--- config.mk ---
export PLATFORM = sky130hd
export DESIGN_NAME = group_reverse_stream
export DESIGN_NICKNAME = d
export VERILOG_FILES = /design/src/hdl/grs_pkg.sv /design/src/hdl/group_reverse_stream.sv /design/src/hdl/grs_cell.sv /design/src/hdl/grs_ctrl.sv
export SDC_FILE = /design/constraint.sdc
export NUM_CORES = 1
export LEC_CHECK = 0
export ABC_AREA = 0
export ABC_CLOCK_PERIOD_IN_PS = 68600
export BUFFER_PORTS_ARGS = -buffer_cell sky130_fd_sc_hd__buf_2
export CAP_MARGIN = 25
export CORE_MARGIN = 5
export CORE_UTILIZATION = 60
export DETAILED_ROUTE_END_ITERATION = 10
export GPL_TIMING_DRIVEN = 1
export PLACE_DENSITY = 0.77
export SYNTH_ARGS = -nofsm -noshare
export SYNTH_HDL_FRONTEND = slang
export SYNTH_SLANG_ARGS = --single-unit
--- constraint.sdc ---
create_clock -name clk_i -period 68.6 [get_ports clk_i]
set_clock_uncertainty 0.05 [all_clocks]
set_input_delay 10.29 -clock clk_i [delete_from_list [all_inputs] [get_ports clk_i]]
set_output_delay 10.29 -clock clk_i [all_outputs]
set_load 0.1 [all_outputs]
--- src/hdl/grs_pkg.sv ---
`timescale 1ns / 1ps
`default_nettype none

package grs_pkg;

  localparam int MaxGroupDef = 16;
  localparam int DataW       = 32;
  localparam int CfgW        = 5;

  typedef enum logic {
    StIdle,
    StEmit
  } grs_state_e;

  typedef enum logic {
    ModeRev,
    ModeFwd
  } grs_mode_e;

  // chain command: push shifts toward the tail, pop shifts toward the head
  typedef struct packed {
    logic push;
    logic pop;
  } grs_shift_t;

endpackage

`default_nettype wire

--- src/hdl/group_reverse_stream.sv ---
// group_reverse_stream
// Input channel: value_i / end_of_stream_i with valid_i, stall_o. Output
// channel: out_value_o / run_last_o / stream_done_o with valid_o, stall_i.
// A beat moves on an edge with valid high and stall low. group_size_i is
// written by group_size_we_i, which the user must do only while the block is
// idle, which the block does not enforce; 0 acts as 1, above MaxGroup as MaxGroup.
// Values enter a row of MaxGroup cells. A completed group is popped from
// the head of the row, newest first; a partial group closed by end of
// stream is read oldest first through a tap select on the row.
// An input beat that causes no result is taken straight into the row. A
// beat that closes a group of n values stalls the input while the group
// is read out one beat per cycle into the output register, as long as the
// output is not stalled. The closing beat moves the control into its emit
// state, which loads the first result into the output register. A full
// group thus holds the block while the row fills and again while it drains.
// A stalled output holds its beat and pauses draining; no data is lost.
// Reset empties the group, clears the output valid, run_last and stream_done flags and sets group size to 1.
`timescale 1ns / 1ps
`default_nettype none

module group_reverse_stream #(
  parameter int MaxGroup = grs_pkg::MaxGroupDef
) (
  input  wire logic                              clk_i,
  input  wire logic                              rst_ni,
  input  wire logic signed [grs_pkg::DataW-1:0]  value_i,
  input  wire logic                              end_of_stream_i,
  input  wire logic                              valid_i,
  output logic                                   stall_o,
  input  wire logic                              group_size_we_i,
  input  wire logic [grs_pkg::CfgW-1:0]          group_size_i,
  output logic signed [grs_pkg::DataW-1:0]       out_value_o,
  output logic                                   run_last_o,
  output logic                                   stream_done_o,
  output logic                                   valid_o,
  input  wire logic                              stall_i
);
  import grs_pkg::*;

  localparam int IW = (MaxGroup > 1) ? $clog2(MaxGroup) : 1;

  grs_shift_t              shift;
  logic [IW-1:0]           tap_idx;
  logic signed [DataW-1:0] tap;
  logic signed [DataW-1:0] cell_val [MaxGroup];

  grs_ctrl #(
    .MaxGroup(MaxGroup)
  ) u_ctrl (
    .clk_i          (clk_i),
    .rst_ni         (rst_ni),
    .valid_i        (valid_i),
    .end_of_stream_i(end_of_stream_i),
    .stall_o        (stall_o),
    .group_size_we_i(group_size_we_i),
    .group_size_i   (group_size_i),
    .shift_o        (shift),
    .tap_idx_o      (tap_idx),
    .tap_i          (tap),
    .out_value_o    (out_value_o),
    .run_last_o     (run_last_o),
    .stream_done_o  (stream_done_o),
    .valid_o        (valid_o),
    .stall_i        (stall_i)
  );

  for (genvar i = 0; i < MaxGroup; i++) begin : g_cell
    logic signed [DataW-1:0] left;
    logic signed [DataW-1:0] right;

    if (i == 0) begin : g_head
      assign left = value_i;
    end else begin : g_body
      assign left = cell_val[i-1];
    end

    if (i == MaxGroup - 1) begin : g_tail
      assign right = cell_val[i];
    end else begin : g_mid
      assign right = cell_val[i+1];
    end

    grs_cell u_cell (
      .clk_i  (clk_i),
      .shift_i(shift),
      .left_i (left),
      .right_i(right),
      .val_o  (cell_val[i])
    );
  end

  assign tap = cell_val[tap_idx];

endmodule

`default_nettype wire

--- src/hdl/grs_cell.sv ---
`timescale 1ns / 1ps
`default_nettype none

module grs_cell (
  input  wire logic                                 clk_i,
  input  wire grs_pkg::grs_shift_t                  shift_i,
  input  wire logic signed [grs_pkg::DataW-1:0]     left_i,
  input  wire logic signed [grs_pkg::DataW-1:0]     right_i,
  output logic signed [grs_pkg::DataW-1:0]          val_o
);
  import grs_pkg::*;

  logic signed [DataW-1:0] val_q;
  logic signed [DataW-1:0] val_d;

  always_comb begin
    val_d = val_q;
    if (shift_i.push) begin
      val_d = left_i;
    end else if (shift_i.pop) begin
      val_d = right_i;
    end
  end

  always_ff @(posedge clk_i) begin
    val_q <= val_d;
  end

  assign val_o = val_q;

endmodule

`default_nettype wire

--- src/hdl/grs_ctrl.sv ---
`timescale 1ns / 1ps
`default_nettype none

module grs_ctrl #(
  parameter int MaxGroup = grs_pkg::MaxGroupDef,
  localparam int IW = (MaxGroup > 1) ? $clog2(MaxGroup) : 1
) (
  input  wire logic                                clk_i,
  input  wire logic                                rst_ni,
  input  wire logic                                valid_i,
  input  wire logic                                end_of_stream_i,
  output logic                                     stall_o,
  input  wire logic                                group_size_we_i,
  input  wire logic [grs_pkg::CfgW-1:0]            group_size_i,
  output grs_pkg::grs_shift_t                      shift_o,
  output logic [IW-1:0]                            tap_idx_o,
  input  wire logic signed [grs_pkg::DataW-1:0]    tap_i,
  output logic signed [grs_pkg::DataW-1:0]         out_value_o,
  output logic                                     run_last_o,
  output logic                                     stream_done_o,
  output logic                                     valid_o,
  input  wire logic                                stall_i
);
  import grs_pkg::*;

  localparam int CW = $clog2(MaxGroup + 1);
  localparam int GW = (CW > CfgW) ? CW : CfgW;

  grs_state_e              state_q, state_d;
  grs_mode_e               mode_q, mode_d;
  logic [CW-1:0]           fill_q, fill_d;
  logic [CW-1:0]           rem_q, rem_d;
  logic                    eos_q, eos_d;
  logic [CfgW-1:0]         gsize_q, gsize_d;
  logic                    out_valid_q, out_valid_d;
  logic                    out_last_q, out_last_d;
  logic                    out_done_q, out_done_d;
  logic signed [DataW-1:0] out_value_q, out_value_d;

  logic          in_acc;
  logic          out_free;
  logic [CW-1:0] n_cnt;
  logic [GW-1:0] g_eff;
  logic [GW-1:0] cfg_ext;
  logic          last_beat;

  assign in_acc   = valid_i && (state_q == StIdle);
  assign out_free = !out_valid_q || !stall_i;
  assign n_cnt    = fill_q + CW'(1);
  assign cfg_ext  = GW'(gsize_q);
  assign last_beat = (rem_q == CW'(1));

  always_comb begin
    g_eff = cfg_ext;
    if (cfg_ext == '0) begin
      g_eff = GW'(1);
    end else if (cfg_ext > GW'(MaxGroup)) begin
      g_eff = GW'(MaxGroup);
    end
  end

  always_comb begin
    state_d     = state_q;
    mode_d      = mode_q;
    fill_d      = fill_q;
    rem_d       = rem_q;
    eos_d       = eos_q;
    gsize_d     = gsize_q;
    out_valid_d = out_valid_q;
    out_last_d  = out_last_q;
    out_done_d  = out_done_q;
    out_value_d = out_value_q;
    shift_o     = '0;
    tap_idx_o   = '0;

    if (group_size_we_i) begin
      gsize_d = group_size_i;
    end

    if (out_valid_q && !stall_i) begin
      out_valid_d = 1'b0;
    end

    case (state_q)
      StIdle: begin
        if (in_acc) begin
          shift_o.push = 1'b1;
          eos_d        = end_of_stream_i;
          if (GW'(n_cnt) >= g_eff) begin
            state_d = StEmit;
            mode_d  = ModeRev;
            rem_d   = n_cnt;
            fill_d  = '0;
          end else if (end_of_stream_i) begin
            state_d = StEmit;
            mode_d  = ModeFwd;
            rem_d   = n_cnt;
            fill_d  = '0;
          end else begin
            fill_d = n_cnt;
          end
        end
      end
      StEmit: begin
        if (mode_q == ModeFwd) begin
          tap_idx_o = IW'(rem_q - CW'(1));
        end
        if (out_free) begin
          out_valid_d = 1'b1;
          out_value_d = tap_i;
          out_last_d  = last_beat;
          out_done_d  = last_beat && eos_q;
          rem_d       = rem_q - CW'(1);
          shift_o.pop = (mode_q == ModeRev);
          if (last_beat) begin
            state_d = StIdle;
          end
        end
      end
      default: begin
        state_d = StIdle;
      end
    endcase
  end

  always_ff @(posedge clk_i or negedge rst_ni) begin
    if (!rst_ni) begin
      state_q     <= StIdle;
      mode_q      <= ModeRev;
      fill_q      <= '0;
      rem_q       <= '0;
      eos_q       <= 1'b0;
      gsize_q     <= CfgW'(1);
      out_valid_q <= 1'b0;
      out_last_q  <= 1'b0;
      out_done_q  <= 1'b0;
    end else begin
      state_q     <= state_d;
      mode_q      <= mode_d;
      fill_q      <= fill_d;
      rem_q       <= rem_d;
      eos_q       <= eos_d;
      gsize_q     <= gsize_d;
      out_valid_q <= out_valid_d;
      out_last_q  <= out_last_d;
      out_done_q  <= out_done_d;
    end
  end

  always_ff @(posedge clk_i) begin
    out_value_q <= out_value_d;
  end

  assign stall_o       = (state_q != StIdle);
  assign valid_o       = out_valid_q;
  assign out_value_o   = out_value_q;
  assign run_last_o    = out_last_q;
  assign stream_done_o = out_done_q;

  a_idle_no_rem: assert property (@(posedge clk_i) disable iff (!rst_ni)
    state_q == StIdle |-> rem_q == '0)
    else $error("remaining count nonzero while idle");

  a_fill_bound: assert property (@(posedge clk_i) disable iff (!rst_ni)
    fill_q < CW'(MaxGroup))
    else $error("fill count reached group buffer depth");

  a_done_is_last: assert property (@(posedge clk_i) disable iff (!rst_ni)
    out_valid_q && out_done_q |-> out_last_q)
    else $error("stream_done without run_last");

  a_shift_excl: assert property (@(posedge clk_i) disable iff (!rst_ni)
    !(shift_o.push && shift_o.pop))
    else $error("chain pushed and popped in one cycle");

  a_emit_nonzero: assert property (@(posedge clk_i) disable iff (!rst_ni)
    state_q == StEmit |-> rem_q != '0)
    else $error("emitting with no beats left");

endmodule

`default_nettype wire

==> results by stage <==
Layout:
- Cells fill 66.4% of the core in the end.
- The total number of nets in the final design is 2881.
- The ratio of cells with drive above 1 in the final layout is 11.7%.
- After filler insertion, the fill cell instance count of the layout stands at 3507.
- The layout overhead on the synthesized area is 9.54%.

GRT:
- The remaining global-route overflow is 0.
- The number of global-route vias before repair came to 20100.
- The largest net degree at the start of global routing is 244.
- The global-route usage over all layers is 24.7%.
- The global-route wire length before repair is 103000 um.
- The number of antenna violations at the first check in global routing is 3.

STA:
- Setup total negative slack on the finished layout was measured at 0 ns.
- Setup repair after global routing left no endpoint under its margin.
- The number of hold violations in the final report is 0.
- The number of pins exceeding their max-slew limit in the final report is 0.
- Based on the critical path, the design can be clocked at up to 74.7 MHz.
- The worst hold margin is 0.429 ns.
- Setup violations remaining at the end of the flow were counted as 0.
- For the pin with the worst max-slew slack, the measured transition is 1.18 ns.
- The time the worst path needs with I/O delays and setup is 13.38 ns.
- The fraction of the cycle the final worst path needs is 19.5%.
- The worst-case headroom to the max-slew limit is 21.3%.

Routing:
- The detail route stage leaves a number of antenna-violating nets equal to 0.
- After detailed routing, the average wire length per cell comes to 18.7 um.
- The starting DRC count in detailed routing is 2392.
- The first TritonRoute pass finished after 9 iterations.
- The total length of routed wires is 65000 um.
- Across all layers, the routed design uses 20800 vias.
- The mean number of vias per cell is 5.95.
- In the routed design, unresolved DRC markers number 0.

Placed design:
- During placement, the flow inserted port buffers numbering 78.
- Once detailed placement completed, the half-perimeter wirelength came to 36500 um.
- The congestion estimate from routability-driven global placement came to 0.798.

Synthesis:
- After synthesis, the mean cell area works out to 9.86 sq um.
- The count of synthesis-stage warnings from yosys is 0.
- The flip-flop and latch count after synthesis is 565.
- Counting flops with an async set or reset pin after synthesis yields a share of 3.72%.
- The post-synth net total is 2909.
- Yosys mapped a number of flops with a built-in enable equal to 544.
- Yosys instantiated no cell more often than nand2_1.
- Sorting the synthesized cells by area gives the leading types as edfxtp_1 (58%), nand2_1 (21%), mux2_2 (2.6%).
- Ranked by instance count, the synthesized netlist is headed by nand2_1 (1586), edfxtp_1 (544), clkbuf_1 (108).
- Summing the sequential cell areas from Yosys gives 59.8% of the chip area.
- The post-synth design cell area is 28200 sq um.
- In the synthesized netlist, the number of instances is 2858.
- Summed over all instances, the cell type with the most area after synthesis is edfxtp_1.
- The flip-flop cell with the highest count after synthesis is edfxtp_1.
- The share of synthesized area in the top cell type comes to 58.0%.
- The distinct cell type count of the synthesized netlist is 59.

Critical path:
- The worst path buffer plus inverter count is 5.
- Traced cell by cell, the critical path runs through buf_2 > nand2_1 > nand2_1 > o21ai_4 > buf_4 > buf_4 > buf_16 > buf_4.
- The critical path endpoint category is a flop.
- Data arrives at the worst endpoint at 13.56 ns.
- Among the stages of the critical path, the cell type that occurs most often is buf_4.
- The cell family with the largest share of critical-path delay is buffers and inverters.
- The required time at the endpoint of the critical path is 68.78 ns.
- STA classifies the critical path startpoint as an input pin.
- Along the worst path, the maximum fanout reaches 75.
- The delay of the slowest cell on the worst path is 0.82 ns.
- The worst setup path is of the in -> reg kind.
- The reg-to-reg setup timing slack is 64.15 ns.
- The number of cells on the worst reg-to-reg path is 6.
- The slowest cell on the critical path is buf_4.
- The worst register-to-register path begins at u_ctrl.stall_o$_DFF_PN0_.
- The capture point of the worst reg-to-reg path is g_cell[0].u_cell.val_o[5]$_DFFE_PP_.

Clock network:
- The clock transition at the registers of the reported paths is 0.06 ns.
- In this run the deepest clock path goes through 3 buffers.
- In this run, post-CTS hold repair placed 0 buffers.
- The H-tree was split into 2 levels.
- The number of buffers inserted during clock tree synthesis is 59.
- The post-CTS setup repair buffer count is 0.
- The TritonCTS clock tree is yes.
- The number of sinks handled by clock tree synthesis is 565.
- The root buffer cell is clkbuf_16.
- Once the clock tree was built, the resizer swapped 0 gates to a different size.
- Clock latency on the worst-skew pair, taken at its later pin, is 0.62 ns.

Worst hold path:
- The worst hold path begins at g_cell[14].u_cell.val_o[16]$_DFFE_PP_.
- The class of the worst hold path is reg -> reg.
- For hold timing, the worst endpoint is g_cell[15].u_cell.val_o[16]$_DFFE_PP_.
- The cell depth of the worst min-delay path is 0.

Power and ir drop:
- Across the VDD grid, the largest voltage drop is 0.0583 mV.
- The leakage power total is 0.0126 uW.
- Power spread over the standard cell area amounts to 58.7 nW/um^2.
- The total design power is 1810 uW.

Die:
- The standard cell core area is 46500 sq um.
- The top-level I/O count is 79.
- The die is 227 um wide.
- Once the floorplan was initialized, standard cells occupied 60.6% of the core.
- The die covers 51400 sq um.
- After floorplanning, the core was divided into 79 placement rows.
- The die is 227 um tall.

Status:
- The run finished with clean final reports.

Run:
- The count of max-cap constraint violations is 0.
-- flip-flops by register name, summed over array words and instances (netlist names) --
name	flops
u_ctrl.stream_done_o	1
u_ctrl.stall_o	1
u_ctrl.fill_q	5
u_ctrl.eos_q	1
u_ctrl.rem_q	5
u_ctrl.cfg_ext	5
g_cell.u_cell.val_o	512
u_ctrl.mode_q	1
u_ctrl.run_last_o	1
u_ctrl.valid_o	1
u_ctrl.out_value_o	32
-- final cells by class --
cell class                      count  area [sq um]  share of cell area (%)
Antenna cell                        1          2.50                 0.00811
Clock buffer                       71          1570                    5.10
Clock inverter                     39           493                    1.60
Inverter                            8          37.5                   0.122
Multi-Input combinational cell   2087         10400                    33.6
Sequential cell                   565         16900                    54.6
Tap cell                          607           759                    2.46
Timing Repair Buffer              109           748                    2.42
-- cell families (layout without fill, tap and decap cells) --
group	Yosys count	count (layout)	share of synthesized area, %
and+or+nand+nor	1685	1685	23.4
muxes	105	105	4.24
AOI/OAI and AO/OA	285	285	8.64
adders and majority gates	8	8	0.355
buffers and inverters	206	227	3.40
xor gates and xnor gates	4	4	0.124
DFF	565	565	59.8
other	0	1	0
-- per-layer routing --
layer | routed length [um] | vias up | GRT usage [%]
met3 | 4890 | 136 | 4.22
met5 | 0 | - | 0
li1 | - | 9784 | -
met4 | 1690 | 0 | 7.41
met1 | 26300 | 10000 | 33.7
met2 | 32100 | 801 | 41.1
-- where the power goes --
group / total, uW / leakage, uW / internal, uW / switching [uW]
clock: 342 / 0.00101 / 208 / 135
sequential: 737 / 0.00543 / 624 / 113
combinational: 731 / 0.00614 / 235 / 497
-- how the worst max path moves through the flow --
stage	startpoint	to	slack, ns	depth (start not counted)
floorplan	stall_i	g_cell[0].u_cell.val_o[0]$_DFFE_PP_	22.66	3
global placement	stall_i	g_cell[3].u_cell.val_o[5]$_DFFE_PP_	54.46	7
detailed placement	stall_i	g_cell[4].u_cell.val_o[5]$_DFFE_PP_	54.31	7
CTS	stall_i	g_cell[3].u_cell.val_o[5]$_DFFE_PP_	54.98	7
global route	stall_i	g_cell[0].u_cell.val_o[9]$_DFFE_PP_	55.07	8
finish	stall_i	g_cell[0].u_cell.val_o[5]$_DFFE_PP_	55.22	8
-- cell usage in the layout, fill, tap and decap left out, types with 3 or more instances in the layout --
master / synthesis / routed
a31oi_1: 33 / 33
clkinv_1: 0 / 11
nor2b_1: 62 / 62
mux2_2: 64 / 64
a21oi_2: 28 / 28
ha_1: 8 / 8
nor3_1: 7 / 7
o31ai_1: 3 / 3
a21oi_1: 8 / 8
buf_16: 0 / 5
clkinv_2: 0 / 13
mux2_1: 30 / 30
o21ai_0: 11 / 10
bufinv_16: 0 / 12
a222oi_1: 60 / 60
a211oi_2: 28 / 28
mux2i_1: 9 / 9
or4bb_1: 4 / 4
buf_4: 8 / 24
o21ai_1: 4 / 4
a211oi_1: 64 / 64
nand2_1: 1586 / 1585
a311oi_1: 32 / 32
nor2_1: 4 / 4
inv_1: 5 / 4
clkinvlp_4: 0 / 4
edfxtp_1: 544 / 544
nand3_1: 6 / 6
clkbuf_16: 0 / 61
xnor2_1: 3 / 3
dfrtp_1: 20 / 19
clkbuf_1: 108 / 9
buf_2: 70 / 78
-- per-stage QoR --
stage | worst slack, ns | instance area, sq um | std cells
4_1_cts | 54.98 | 30700 | 3481
3_3_place_gp | 54.46 | 28700 | 3371
6_report | 55.22 | 30900 | 3487
3_5_place_dp | 54.31 | 28700 | 3371
2_1_floorplan | 22.66 | 28200 | 2858
5_1_grt | 55.07 | 30900 | 3486
Power figures use the tool's default switching activity.
